## src/rtl/spq_pkg.sv

```systemverilog
// shared constants, codes and control types of the sorted priority queue
package spq_pkg;

  localparam int DEPTH_DEF  = 8;
  localparam int LEVELS_DEF = 10;

  localparam int PRIO_W   = 4;
  localparam int TAG_W    = 16;
  localparam int STATUS_W = 2;
  localparam int OCC_W    = 4;

  localparam logic [TAG_W-1:0] TAG_MAX = 16'hFFFF;

  typedef enum logic [STATUS_W-1:0] {
    ST_INSERTED = 2'd0,
    ST_SERVED   = 2'd1,
    ST_FULL     = 2'd2,
    ST_EMPTY    = 2'd3
  } status_t;

  typedef enum logic {
    MODE_INSERT = 1'b0,
    MODE_SERVE  = 1'b1
  } mode_t;

  typedef enum logic [1:0] {
    S_IDLE,
    S_WALK,
    S_DRAIN,
    S_FINISH
  } state_t;

  // controller to datapath
  typedef struct packed {
    logic load;   // capture the incoming item and set up the walk
    logic rd;     // read the store at the walk index and step it
    logic fin;    // commit the item and load the result register
  } cmd_t;

  // datapath to controller
  typedef struct packed {
    logic skip;       // incoming item needs no walk
    logic last;       // current walk index is the last one
    logic slot_free;  // result register can take a new result
  } stat_t;

endpackage

```

## src/rtl/spq_req_if.sv

```systemverilog
// request channel of the sorted priority queue
interface spq_req_if;
  logic                       valid;
  logic                       ready;
  logic                       mode;
  logic [spq_pkg::PRIO_W-1:0] priority_req;

  modport source (output valid, output mode, output priority_req, input ready);
  modport sink (input valid, input mode, input priority_req, output ready);
endinterface

```

## src/rtl/spq_rsp_if.sv

```systemverilog
// result channel of the sorted priority queue
interface spq_rsp_if;
  logic                         valid;
  logic                         ready;
  logic [spq_pkg::STATUS_W-1:0] status;
  logic [spq_pkg::TAG_W-1:0]    tag;
  logic [spq_pkg::PRIO_W-1:0]   served_priority;
  logic [spq_pkg::OCC_W-1:0]    occupancy;

  modport source (output valid, output status, output tag, output served_priority,
                  output occupancy, input ready);
  modport sink (input valid, input status, input tag, input served_priority,
                input occupancy, output ready);
endinterface

```

## src/rtl/sorted_priority_queue.sv

```systemverilog
// top level of the sorted priority queue: controller plus store datapath
//
// usage:
//   req channel carries one item per transfer: mode 0 inserts a request with
//   priority_req (values above LEVELS-1 are clamped), mode 1 serves the
//   highest-priority entry, oldest first among equal priorities.
//   rsp channel returns exactly one result per item: status, tag,
//   served_priority and occupancy after the item.
//   inserts get a tag one above the largest tag held (1 when empty),
//   saturating at 65535; a full insert or an empty serve leaves the queue as is.
// timing:
//   an item walks over every entry held, going from idle through the walk and
//   drain steps to its commit; the next item is taken only after that commit.
//   Full inserts, empty serves and inserts into an empty queue go straight
//   from idle to commit. The walk over the store reads one entry per cycle,
//   which both shifts entries and finds the largest tag.
// reset:
//   synchronous rst empties the queue and drops any pending result.
// back-pressure:
//   a result waits in the output register while rsp.ready is low; the next
//   item is still taken and walked, and it holds in its commit step until
//   the register drains.
module sorted_priority_queue #(
  parameter int DEPTH  = spq_pkg::DEPTH_DEF,
  parameter int LEVELS = spq_pkg::LEVELS_DEF
) (
  input  logic      clk,
  input  logic      rst,
  spq_req_if.sink   req,
  spq_rsp_if.source rsp
);

  // command and status between the sequencer and the store
  spq_pkg::cmd_t  cmd;
  spq_pkg::stat_t st;

  // sequencer: idle, walk, drain the last read, commit
  spq_ctrl u_ctrl (
    .clk       (clk),
    .rst       (rst),
    .req_valid (req.valid),
    .req_ready (req.ready),
    .st        (st),
    .cmd       (cmd)
  );

  // sorted store, walk logic and result register
  spq_dp #(
    .DEPTH  (DEPTH),
    .LEVELS (LEVELS)
  ) u_dp (
    .clk                 (clk),
    .rst                 (rst),
    .cmd                 (cmd),
    .st                  (st),
    .req_mode            (req.mode),
    .req_priority        (req.priority_req),
    .rsp_valid           (rsp.valid),
    .rsp_ready           (rsp.ready),
    .rsp_status          (rsp.status),
    .rsp_tag             (rsp.tag),
    .rsp_served_priority (rsp.served_priority),
    .rsp_occupancy       (rsp.occupancy)
  );

endmodule

```

## src/rtl/spq_ctrl.sv

```systemverilog
// sequencing state machine of the sorted priority queue
module spq_ctrl (
  input  logic            clk,
  input  logic            rst,
  input  logic            req_valid,
  output logic            req_ready,
  input  spq_pkg::stat_t  st,
  output spq_pkg::cmd_t   cmd
);

  spq_pkg::state_t state;
  spq_pkg::state_t state_next;

  always_ff @(posedge clk) begin
    if (rst) begin
      state <= spq_pkg::S_IDLE;
    end else begin
      state <= state_next;
    end
  end

  always_comb begin
    state_next = state;
    cmd        = '0;
    req_ready  = 1'b0;
    unique case (state)
      spq_pkg::S_IDLE: begin
        req_ready = 1'b1;
        if (req_valid) begin
          cmd.load   = 1'b1;
          state_next = st.skip ? spq_pkg::S_FINISH : spq_pkg::S_WALK;
        end
      end
      spq_pkg::S_WALK: begin
        cmd.rd = 1'b1;
        if (st.last) begin
          state_next = spq_pkg::S_DRAIN;
        end
      end
      // last read word is folded in here
      spq_pkg::S_DRAIN: begin
        state_next = spq_pkg::S_FINISH;
      end
      spq_pkg::S_FINISH: begin
        if (st.slot_free) begin
          cmd.fin    = 1'b1;
          state_next = spq_pkg::S_IDLE;
        end
      end
    endcase
  end

endmodule

```

## src/rtl/spq_dp.sv

```systemverilog
// sorted store, walk registers and result register of the sorted priority queue
module spq_dp #(
  parameter int DEPTH  = spq_pkg::DEPTH_DEF,
  parameter int LEVELS = spq_pkg::LEVELS_DEF
) (
  input  logic                         clk,
  input  logic                         rst,
  input  spq_pkg::cmd_t                cmd,
  output spq_pkg::stat_t               st,
  input  logic                         req_mode,
  input  logic [spq_pkg::PRIO_W-1:0]   req_priority,
  output logic                         rsp_valid,
  input  logic                         rsp_ready,
  output logic [spq_pkg::STATUS_W-1:0] rsp_status,
  output logic [spq_pkg::TAG_W-1:0]    rsp_tag,
  output logic [spq_pkg::PRIO_W-1:0]   rsp_served_priority,
  output logic [spq_pkg::OCC_W-1:0]    rsp_occupancy
);

  localparam int IW = $clog2(DEPTH);
  localparam int CW = $clog2(DEPTH + 1);
  localparam logic [CW-1:0] CNT_FULL = CW'(DEPTH);
  localparam logic [spq_pkg::PRIO_W-1:0] PRIO_TOP = spq_pkg::PRIO_W'(LEVELS - 1);

  // sorted store, index 0 is served next
  logic [spq_pkg::PRIO_W-1:0] mem_prio [DEPTH];
  logic [spq_pkg::TAG_W-1:0]  mem_tag  [DEPTH];

  logic [CW-1:0]              cnt;
  logic [CW-1:0]              cnt_next;
  logic [CW-1:0]              cnt_m1;

  // item under work
  logic                       mode;
  logic [spq_pkg::PRIO_W-1:0] prio;
  logic                       reject;
  logic [spq_pkg::PRIO_W-1:0] prio_sat;
  logic                       req_full;
  logic                       req_empty;

  // walk
  logic [IW-1:0]              idx;
  logic [IW-1:0]              rd_idx;
  logic                       rd_pend;
  logic [spq_pkg::PRIO_W-1:0] rd_prio;
  logic [spq_pkg::TAG_W-1:0]  rd_tag;
  logic [spq_pkg::TAG_W-1:0]  max_tag;
  logic [spq_pkg::TAG_W-1:0]  new_tag;
  logic                       shifting;
  logic [IW-1:0]              pos;
  logic [spq_pkg::PRIO_W-1:0] head_prio;
  logic [spq_pkg::TAG_W-1:0]  head_tag;

  // store write port
  logic                       wr_en;
  logic [IW-1:0]              wr_addr;
  logic [spq_pkg::PRIO_W-1:0] wr_prio;
  logic [spq_pkg::TAG_W-1:0]  wr_tag;

  logic [CW+spq_pkg::OCC_W-1:0] occ_wide;

  assign cnt_m1    = cnt - CW'(1);
  assign req_full  = (cnt == CNT_FULL);
  assign req_empty = (cnt == '0);
  assign prio_sat  = (req_priority > PRIO_TOP) ? PRIO_TOP : req_priority;
  assign new_tag   = (max_tag == spq_pkg::TAG_MAX) ? spq_pkg::TAG_MAX
                                                   : max_tag + spq_pkg::TAG_W'(1);

  // status toward the controller
  always_comb begin
    st.skip      = (req_mode == spq_pkg::MODE_INSERT) ? (req_full || req_empty) : req_empty;
    st.last      = (mode == spq_pkg::MODE_INSERT) ? (idx == '0) : (CW'(idx) == cnt_m1);
    st.slot_free = !rsp_valid || rsp_ready;
  end

  // one write a cycle: a shifted word during the walk, the new entry at the end
  always_comb begin
    wr_en   = 1'b0;
    wr_addr = pos;
    wr_prio = prio;
    wr_tag  = new_tag;
    if (cmd.fin && !reject && (mode == spq_pkg::MODE_INSERT)) begin
      wr_en = 1'b1;
    end else if (rd_pend) begin
      if (mode == spq_pkg::MODE_INSERT) begin
        if (shifting && (rd_prio < prio)) begin
          wr_en   = 1'b1;
          wr_addr = rd_idx + IW'(1);
          wr_prio = rd_prio;
          wr_tag  = rd_tag;
        end
      end else if (rd_idx != '0) begin
        wr_en   = 1'b1;
        wr_addr = rd_idx - IW'(1);
        wr_prio = rd_prio;
        wr_tag  = rd_tag;
      end
    end
  end

  always_ff @(posedge clk) begin
    if (wr_en) begin
      mem_prio[wr_addr] <= wr_prio;
      mem_tag[wr_addr]  <= wr_tag;
    end
    if (cmd.rd) begin
      rd_prio <= mem_prio[idx];
      rd_tag  <= mem_tag[idx];
      rd_idx  <= idx;
    end
  end

  always_ff @(posedge clk) begin
    if (rst) begin
      rd_pend <= 1'b0;
    end else begin
      rd_pend <= cmd.rd;
    end
  end

  // item capture and walk bookkeeping
  always_ff @(posedge clk) begin
    if (cmd.load) begin
      mode     <= req_mode;
      prio     <= prio_sat;
      reject   <= (req_mode == spq_pkg::MODE_INSERT) ? req_full : req_empty;
      idx      <= (req_mode == spq_pkg::MODE_INSERT) ? cnt_m1[IW-1:0] : '0;
      pos      <= cnt[IW-1:0];
      max_tag  <= '0;
      shifting <= 1'b1;
    end else if (cmd.rd) begin
      idx <= (mode == spq_pkg::MODE_INSERT) ? idx - IW'(1) : idx + IW'(1);
    end
    if (rd_pend) begin
      if (rd_tag > max_tag) begin
        max_tag <= rd_tag;
      end
      if (mode == spq_pkg::MODE_INSERT) begin
        if (shifting && (rd_prio < prio)) begin
          pos <= rd_idx;
        end else begin
          shifting <= 1'b0;
        end
      end else if (rd_idx == '0) begin
        head_prio <= rd_prio;
        head_tag  <= rd_tag;
      end
    end
  end

  always_comb begin
    cnt_next = cnt;
    if (!reject) begin
      cnt_next = (mode == spq_pkg::MODE_INSERT) ? cnt + CW'(1) : cnt - CW'(1);
    end
  end

  always_ff @(posedge clk) begin
    if (rst) begin
      cnt <= '0;
    end else if (cmd.fin) begin
      cnt <= cnt_next;
    end
  end

  assign occ_wide = {{spq_pkg::OCC_W{1'b0}}, cnt_next};

  // result register
  always_ff @(posedge clk) begin
    if (rst) begin
      rsp_valid <= 1'b0;
    end else if (cmd.fin) begin
      rsp_valid <= 1'b1;
    end else if (rsp_ready) begin
      rsp_valid <= 1'b0;
    end
  end

  always_ff @(posedge clk) begin
    if (cmd.fin) begin
      rsp_occupancy <= occ_wide[spq_pkg::OCC_W-1:0];
      if (mode == spq_pkg::MODE_INSERT) begin
        rsp_status          <= reject ? spq_pkg::ST_FULL : spq_pkg::ST_INSERTED;
        rsp_tag             <= reject ? '0 : new_tag;
        rsp_served_priority <= '0;
      end else begin
        rsp_status          <= reject ? spq_pkg::ST_EMPTY : spq_pkg::ST_SERVED;
        rsp_tag             <= reject ? '0 : head_tag;
        rsp_served_priority <= reject ? '0 : head_prio;
      end
    end
  end

  a_cnt_bound: assert property (@(posedge clk) disable iff (rst) cnt <= CNT_FULL)
    else $error("entry count above depth");

  a_fin_after_walk: assert property (@(posedge clk) disable iff (rst) cmd.fin |-> !rd_pend)
    else $error("commit while a read word is still in flight");

  a_insert_tag: assert property (@(posedge clk) disable iff (rst)
    (rsp_valid && (rsp_status == spq_pkg::ST_INSERTED)) |-> (rsp_tag != '0))
    else $error("inserted entry got a zero tag");

  a_cnt_moves: assert property (@(posedge clk) disable iff (rst)
    (cmd.fin && !reject) |=> (cnt != $past(cnt)))
    else $error("accepted insert or serve left the count unchanged");

endmodule
```

## src/flat_wrapper.sv

```systemverilog
// flat-port wrapper written by rule: the top's interface ports become plain ports
module sorted_priority_queue_flat 
#(
  parameter int DEPTH  = spq_pkg::DEPTH_DEF,
  parameter int LEVELS = spq_pkg::LEVELS_DEF
)
  (clk, rst, req_valid, req_mode, req_priority_req, req_ready, rsp_valid, rsp_status, rsp_tag, rsp_served_priority, rsp_occupancy, rsp_ready);
  spq_req_if req_i ();
  spq_rsp_if rsp_i ();
  input  logic clk;
  input  logic rst;
  input wire logic [$bits(req_i.valid)-1:0] req_valid;
  input wire logic [$bits(req_i.mode)-1:0] req_mode;
  input wire logic [$bits(req_i.priority_req)-1:0] req_priority_req;
  output wire logic [$bits(req_i.ready)-1:0] req_ready;
  output wire logic [$bits(rsp_i.valid)-1:0] rsp_valid;
  output wire logic [$bits(rsp_i.status)-1:0] rsp_status;
  output wire logic [$bits(rsp_i.tag)-1:0] rsp_tag;
  output wire logic [$bits(rsp_i.served_priority)-1:0] rsp_served_priority;
  output wire logic [$bits(rsp_i.occupancy)-1:0] rsp_occupancy;
  input wire logic [$bits(rsp_i.ready)-1:0] rsp_ready;
  assign req_i.valid = req_valid;
  assign req_i.mode = req_mode;
  assign req_i.priority_req = req_priority_req;
  assign req_ready = req_i.ready;
  assign rsp_valid = rsp_i.valid;
  assign rsp_status = rsp_i.status;
  assign rsp_tag = rsp_i.tag;
  assign rsp_served_priority = rsp_i.served_priority;
  assign rsp_occupancy = rsp_i.occupancy;
  assign rsp_i.ready = rsp_ready;
  sorted_priority_queue #(.DEPTH(DEPTH), .LEVELS(LEVELS)) u_core (.clk(clk), .rst(rst), .req(req_i), .rsp(rsp_i));
endmodule
```

## config.mk

```make
export PLATFORM = sky130hd
export DESIGN_NAME = sorted_priority_queue_flat
export DESIGN_NICKNAME = d
export VERILOG_FILES = /design/src/rtl/spq_pkg.sv /design/src/rtl/spq_req_if.sv /design/src/rtl/spq_rsp_if.sv /design/src/rtl/sorted_priority_queue.sv /design/src/rtl/spq_ctrl.sv /design/src/rtl/spq_dp.sv /design/src/flat_wrapper.sv
export SDC_FILE = /design/constraint.sdc
export NUM_CORES = 1
export LEC_CHECK = 0
export BUFFER_PORTS_ARGS = -buffer_cell sky130_fd_sc_hd__buf_2
export CORE_MARGIN = 3
export CORE_UTILIZATION = 60
export CTS_CLUSTER_SIZE = 20
export DETAILED_ROUTE_END_ITERATION = 6
export PLACE_DENSITY = 0.77
export REMOVE_ABC_BUFFERS = 1
export SETUP_SLACK_MARGIN = 0.02
export SLEW_MARGIN = 40
export SYNTH_ARGS = -nofsm -noshare
export SYNTH_HDL_FRONTEND = slang
export SYNTH_SLANG_ARGS = --single-unit
```

## constraint.sdc

```tcl
create_clock -name clk -period 9.4 [get_ports clk]
set_input_delay 1.88 -clock clk [delete_from_list [all_inputs] [get_ports clk]]
set_output_delay 1.88 -clock clk [all_outputs]
set_load 0.02 [all_outputs]
```

Word-level counts from Yosys, hierarchy flattened --
Memories as Yosys holds them, arrays and structs flattened. A register that Yosys moved wholly into a read port is not among the register bits. Index checks and enable logic that the tools add are counted.
Word-level totals: register bits 86, RAM bits 160, output and inout port bits 28, word-level logic and storage cells 119, memories 2
Cells by class: add/subtract/negate cells 7, order comparisons 3, eq/ne operators 9, muxes and demuxes 62, bitwise operators 1, reduce and logical (&&, ||, !) cells 17
Memories:
- u_core.u_dp.mem_tag | words 8, width 16, rd ports 1, clocked after Yosys merged registers in 1, write ports 1, RTL line spq_dp.sv:27 | logic [spq_pkg::TAG_W-1:0] mem_tag [DEPTH];
- u_core.u_dp.mem_prio | words 8, width 4, rd ports 1, clocked after Yosys merged registers in 1, write ports 1, RTL line spq_dp.sv:26 | logic [spq_pkg::PRIO_W-1:0] mem_prio [DEPTH];
Operators by type and width (count):
- $mux 16 | 12
- $mux 3 | 13
- $mux 4 | 7
- $mux 1 | 22
- $add 16x1->16 const B | 1
- $eq 16x16->1 const B | 1
- $gt 16x16->1 | 1
- $mux 2 | 7
- $pmux 2 s4 | 1
- $add 3x1->3 const B | 2
- $logic_not 3->1 | 2
- $reduce_and 3->1 | 2
- $sub 3x1->3 const B | 2
- $add 4x1->4 const B | 1
- $eq 2x2->1 const B | 2
- $eq 3x4->1 | 1
- $eq 4x4->1 const B | 1
- $gt 4x4->1 const B | 1
- $logic_not 4->1 | 1
- $lt 4x4->1 | 1
- $ne 2x1->1 const B | 2
- $reduce_bool 2->1 | 2
- $sub 4x1->4 const B | 1
- $logic_and 1x1->1 | 3
- other kinds (8) | 10

Depth between registers and ports, before layout --
depth in word-level cells 9, gate-level depth with buffers 10, depth with buffers taken out 8

Modules after synthesis --
Synthesis repeated with hierarchy kept, for this count alone.
Unflattened totals: cells, all modules 727, area, all modules 11628.7 sq um
Modules (own cells, without submodules):
- spq_dp | times used 1, cells each 708, area an instance 11441.0 sq um, sequential area each 7667.4 sq um
- spq_ctrl | times used 1, cells each 19, area an instance 187.7 sq um, sequential area each 40.0 sq um

Worst setup path before layout --
OpenSTA, ideal clock, no wires.
kind input -> register, start point input rsp_ready, end point memory u_core.u_dp.mem_prio[2][0] (netlist name) (enable), arrival time 3.878 ns, data required time 9.003 ns, slack 5.126 ns, stages on the path 7, cell sequence nand2b_1 nand3_1 nand2_1 or2_1 buf_6 a221o_1 nor2_1
On the way: word-level cells in the longest chain between the ends 8, elaborated cells on any way between the ends 9
RTL lines:
- from (decl) | RTL line flat_wrapper.sv:21 | input wire logic [$bits(rsp_i.ready)-1:0] rsp_ready;
- $logic_or 1x1->1 (*) | RTL line spq_dp.sv:73 | st.slot_free = !rsp_valid || rsp_ready;
- $mux 1 (*) | RTL line spq_ctrl.sv:45 | if (st.slot_free) begin
- $mux 1 (*) | RTL line spq_ctrl.sv:26 | unique case (state)
- $logic_and 1x1->1 (*) (2 in series) | RTL line spq_dp.sv:82 | if (cmd.fin && !reject && (mode == spq_pkg::MODE_INSERT)) begin
- $mux 1 | RTL line spq_dp.sv:82
- $mux 1 | RTL line spq_dp.sv:102 | if (wr_en) begin
- $mux 1 (implied by the code) | RTL line spq_dp.sv:103 | mem_prio[wr_addr] <= wr_prio;
- to (decl) | RTL line spq_dp.sv:26
Mark *: on every way between the ends. The rest lies on a longest branch, timed or not.

Worst setup path after layout --
start point input rsp_ready, end point memory u_core.u_dp.mem_tag[3][15] (netlist name) (enable)
On the way: word-level cells in the longest chain between the ends 8, elaborated cells on any way between the ends 9
RTL lines:
- $logic_or 1x1->1 (*) | RTL line spq_dp.sv:73
- $mux 1 (*) | RTL line spq_ctrl.sv:45
- $mux 1 (*) | RTL line spq_ctrl.sv:26
- $logic_and 1x1->1 (*) (2 in series) | RTL line spq_dp.sv:82
- $mux 1 | RTL line spq_dp.sv:82
- $mux 1 | RTL line spq_dp.sv:102
- $mux 1 (implied by the code) | RTL line spq_dp.sv:104 | mem_tag[wr_addr] <= wr_tag;
- to (decl) | RTL line spq_dp.sv:27
Marked as above.

==> out/metrics.cfg <==
[run_status]
status=finished clean

[critical_path]
crit_chain=buf_2 -> nand2b_1 -> nand3_1 -> nand2_1 -> or2_1 -> buf_4 -> a221o_1 -> nor2_2 -> buf_4
ff2ff_path_depth=9
crit_required_ps=9600
crit_type=primary input to register
crit_top_cell=buf_4
rrSetupSlack_ps=6240
timing.critical_path.fanout_max=34
slowest_delay_ps=480
worstSetupStartpointType=primary input
crit_slowest_cell=a221o_1
crit_path_end_kind=register
worstReg2RegEnd=u_core.u_dp.mem_tag[3][15]$_DFFE_PP_
critPathArrivalTime_ps=3910
reg2reg_from=u_core.u_dp.rd_prio[2]$_DFFE_PP_

[clocking]
cts-buffers-inserted=26
clk_latency_ps=540
numClockSinks=266
clockRootBuffer=clkbuf_16
cts_setup_buffers=0
clk_pin_slew_worst_paths_ps=60
holdBufCountCts=0
htree_levels=1
cts_buffer_depth=3
cts_tree=done
ctsResizeCount=0

[timing]
rsz0062_at_grt=no
post-route-min-period_ps=3708
tightest_slew_ps=846.0
hold_violations=0
period_share_pct=39.44
setup_viol=0
slew_headroom_pct=43.60
clock_skew_ps=15.16
fmax_mhz=269.7
setup_tns_ps=0
drv_slew=0

[routing]
dr.first_iter.drc_count=578
route.detailed.drc=0
drt_pass1_iterations=5
drt-vias-per-instance=6.320
ant_nets=0
vias=6434
post_drt_wl_per_cell_microns=23.32
finalWirelength_mm=23.74

[grt]
overflow=0
grt_pass1_vias=6382
grt_max_degree=47
grt_pass1_wl_mm=36.71
grt_usage_pct=23.78
antenna_found_initial=0

[placed_design]
dpl.cell_count=972
placed_area_sq_um=11800
dp_hpwl_mm=14.86
port_buffers=36
place_congestion=0.9173

[floorplan]
initial_core_util_pct=62.09
die-area_sq_um=20590
pin_count=37
core-area_sq_um=18270
die_w_microns=143.5
die_h_microns=143.5
num_rows=49

[worst_hold_path]
min_from=u_core.u_dp.head_prio[2]$_DFFE_PP_
hp-class=register to register
min_to=u_core.u_dp.rsp_served_priority[2]$_SDFFCE_PP0P_
hold_path_depth=1

[logic_synthesis]
syn-cell-area_sq_um=11340
yosysTopAreaCellShare_pct=63.00
yosysSeqAreaShare_pct=67.94
synth_top_area_cell=edfxtp_1
synth_cells=729
synth_edf_count=238
synth_most_common_cell=edfxtp_1
async_flop_share_pct=0
yosys-top-cells-area=edfxtp_1, mux4_2, dfxtp_1, ha_1, mux2_2
synth_top_cells_by_count=edfxtp_1, nor2_1, mux4_2, o21ai_0, inv_1
yosys_warnings=0
avgSynthCellArea_sq_um=15.56
ys_types=53
synth_seq_cells=266
synthFlopType=edfxtp_1

[layout]
final_layout_size_suffix_gt1_share_pct=22.18
n_fill_cell=1190
antenna_cells=0
finalNetCount=810
final_util_pct=69.03
instances_no_fill=1018
final_area_sq_um=12610
syn_to_final_growth_pct=11.17

[power_and_ir_drop]
combPwrFrac_pct=28.9
p_clk_share_pct=25.6
intPower_w=0.002599
power_frac_seq_pct=45.6
ir_drop_mv=0.2056
power.leakage_nw=4.339
swShare_pct=31.58
p_per_area_nw_per_um2=301.2
p_switching_w=0.001200

[run]
max-cap-violations=0

## flip-flops by register name, summed over array words and instances (netlist names), 16 cells and up
name	count
u_core.u_dp.mem_tag	128
u_core.u_dp.mem_prio	32
u_core.u_dp.head_tag	16
u_core.u_dp.max_tag	16
u_core.u_dp.rd_tag	16
u_core.u_dp.rsp_tag	16
## layout by cell type (no fill, tap or decap), drive strengths merged, types with 7 or more instances in the layout
| cell | Yosys | routed |
|---|---|---|
| mux2i | 10 | 10 |
| dfxtp | 28 | 28 |
| mux2 | 27 | 27 |
| inv | 34 | 35 |
| nand2 | 23 | 23 |
| clkinv | 0 | 9 |
| a21oi | 29 | 29 |
| and3 | 7 | 7 |
| nor2b | 8 | 8 |
| a31oi | 8 | 8 |
| edfxtp | 238 | 238 |
| mux4 | 40 | 40 |
| nor2 | 60 | 60 |
| buf | 11 | 50 |
| nand3 | 13 | 13 |
| o31ai | 17 | 17 |
| o21ai | 35 | 35 |
| clkbuf | 25 | 32 |
| ha | 29 | 29 |
| nand2b | 8 | 8 |
| xnor2 | 18 | 18 |
## how the worst max path moves through the flow
stage | from | endpoint | slack (ps)
finish | rsp_ready | u_core.u_dp.mem_tag[3][15]$_DFFE_PP_ | 5690
global route | rsp_ready | u_core.u_dp.mem_tag[3][15]$_DFFE_PP_ | 5570
CTS | rsp_ready | u_core.u_dp.mem_tag[3][15]$_DFFE_PP_ | 5690
detailed placement | rsp_ready | u_core.u_dp.mem_tag[3][6]$_DFFE_PP_ | 5160
global placement | rsp_ready | u_core.u_dp.mem_tag[3][7]$_DFFE_PP_ | 5190
floorplan | rsp_ready | u_core.u_dp.mem_prio[2][0]$_DFFE_PP_ | 4810
## cells by family after synthesis
kind of cell / after synthesis / share of synthesized area (%)
fa+ha+maj: 30 / 3.375
flops: 266 / 67.94
xor+xnor: 24 / 1.853
simple gates: 144 / 6.088
buf+inv: 70 / 2.493
compound gates: 118 / 6.750
mux: 77 / 11.50
## worst max-delay path, delay by kind of cell
kind / cells / cell delay (ps)
and+or+nand+nor: 5 / 830
buffers and inverters: 3 / 700
AOI/OAI and AO/OA: 1 / 480
## layer usage
layer	vias to the layer above	wire length [microns]	GRT usage [%]
li1	2877	-	-
met1	3272	9865	34.45
met2	249	11760	38.49
met3	36	1679	3.894
met4	0	434	6.095
met5	-	0	0
## stage by stage
stage,worst slack [ps],hold WS [ps],total power [W]
after floorplan,4813,446.6,0.002505
after global placement,5193,510.1,0.002782
after detailed placement,5162,508.0,0.002842
after CTS,5693,526.8,0.003820
after global routing,5567,536.2,0.003996
final,5692,522.2,0.003798
## layout make-up
cell class | count | area, sq um | area share (%)
Sequential cell | 266 | 7707 | 61.11
Tap cell | 229 | 286.5 | 2.272
Multi-Input combinational cell | 393 | 3392 | 26.89
Timing Repair Buffer | 50 | 292.8 | 2.321
Clock buffer | 32 | 673.1 | 5.337
Clock inverter | 14 | 132.6 | 1.052
Inverter | 34 | 127.6 | 1.012
## power by group through the flow
stage,sequential (W),clock (W),combinational (W)
2_1_floorplan,0.00180,0,0.000702
3_3_place_gp,0.00175,0,0.00103
3_5_place_dp,0.00175,0,0.00109
4_1_cts,0.00173,0.000991,0.00110
5_1_grt,0.00175,0.00104,0.00121
6_report,0.00173,0.000971,0.00110
No activity file was read; power rests on OpenSTA's default activity.
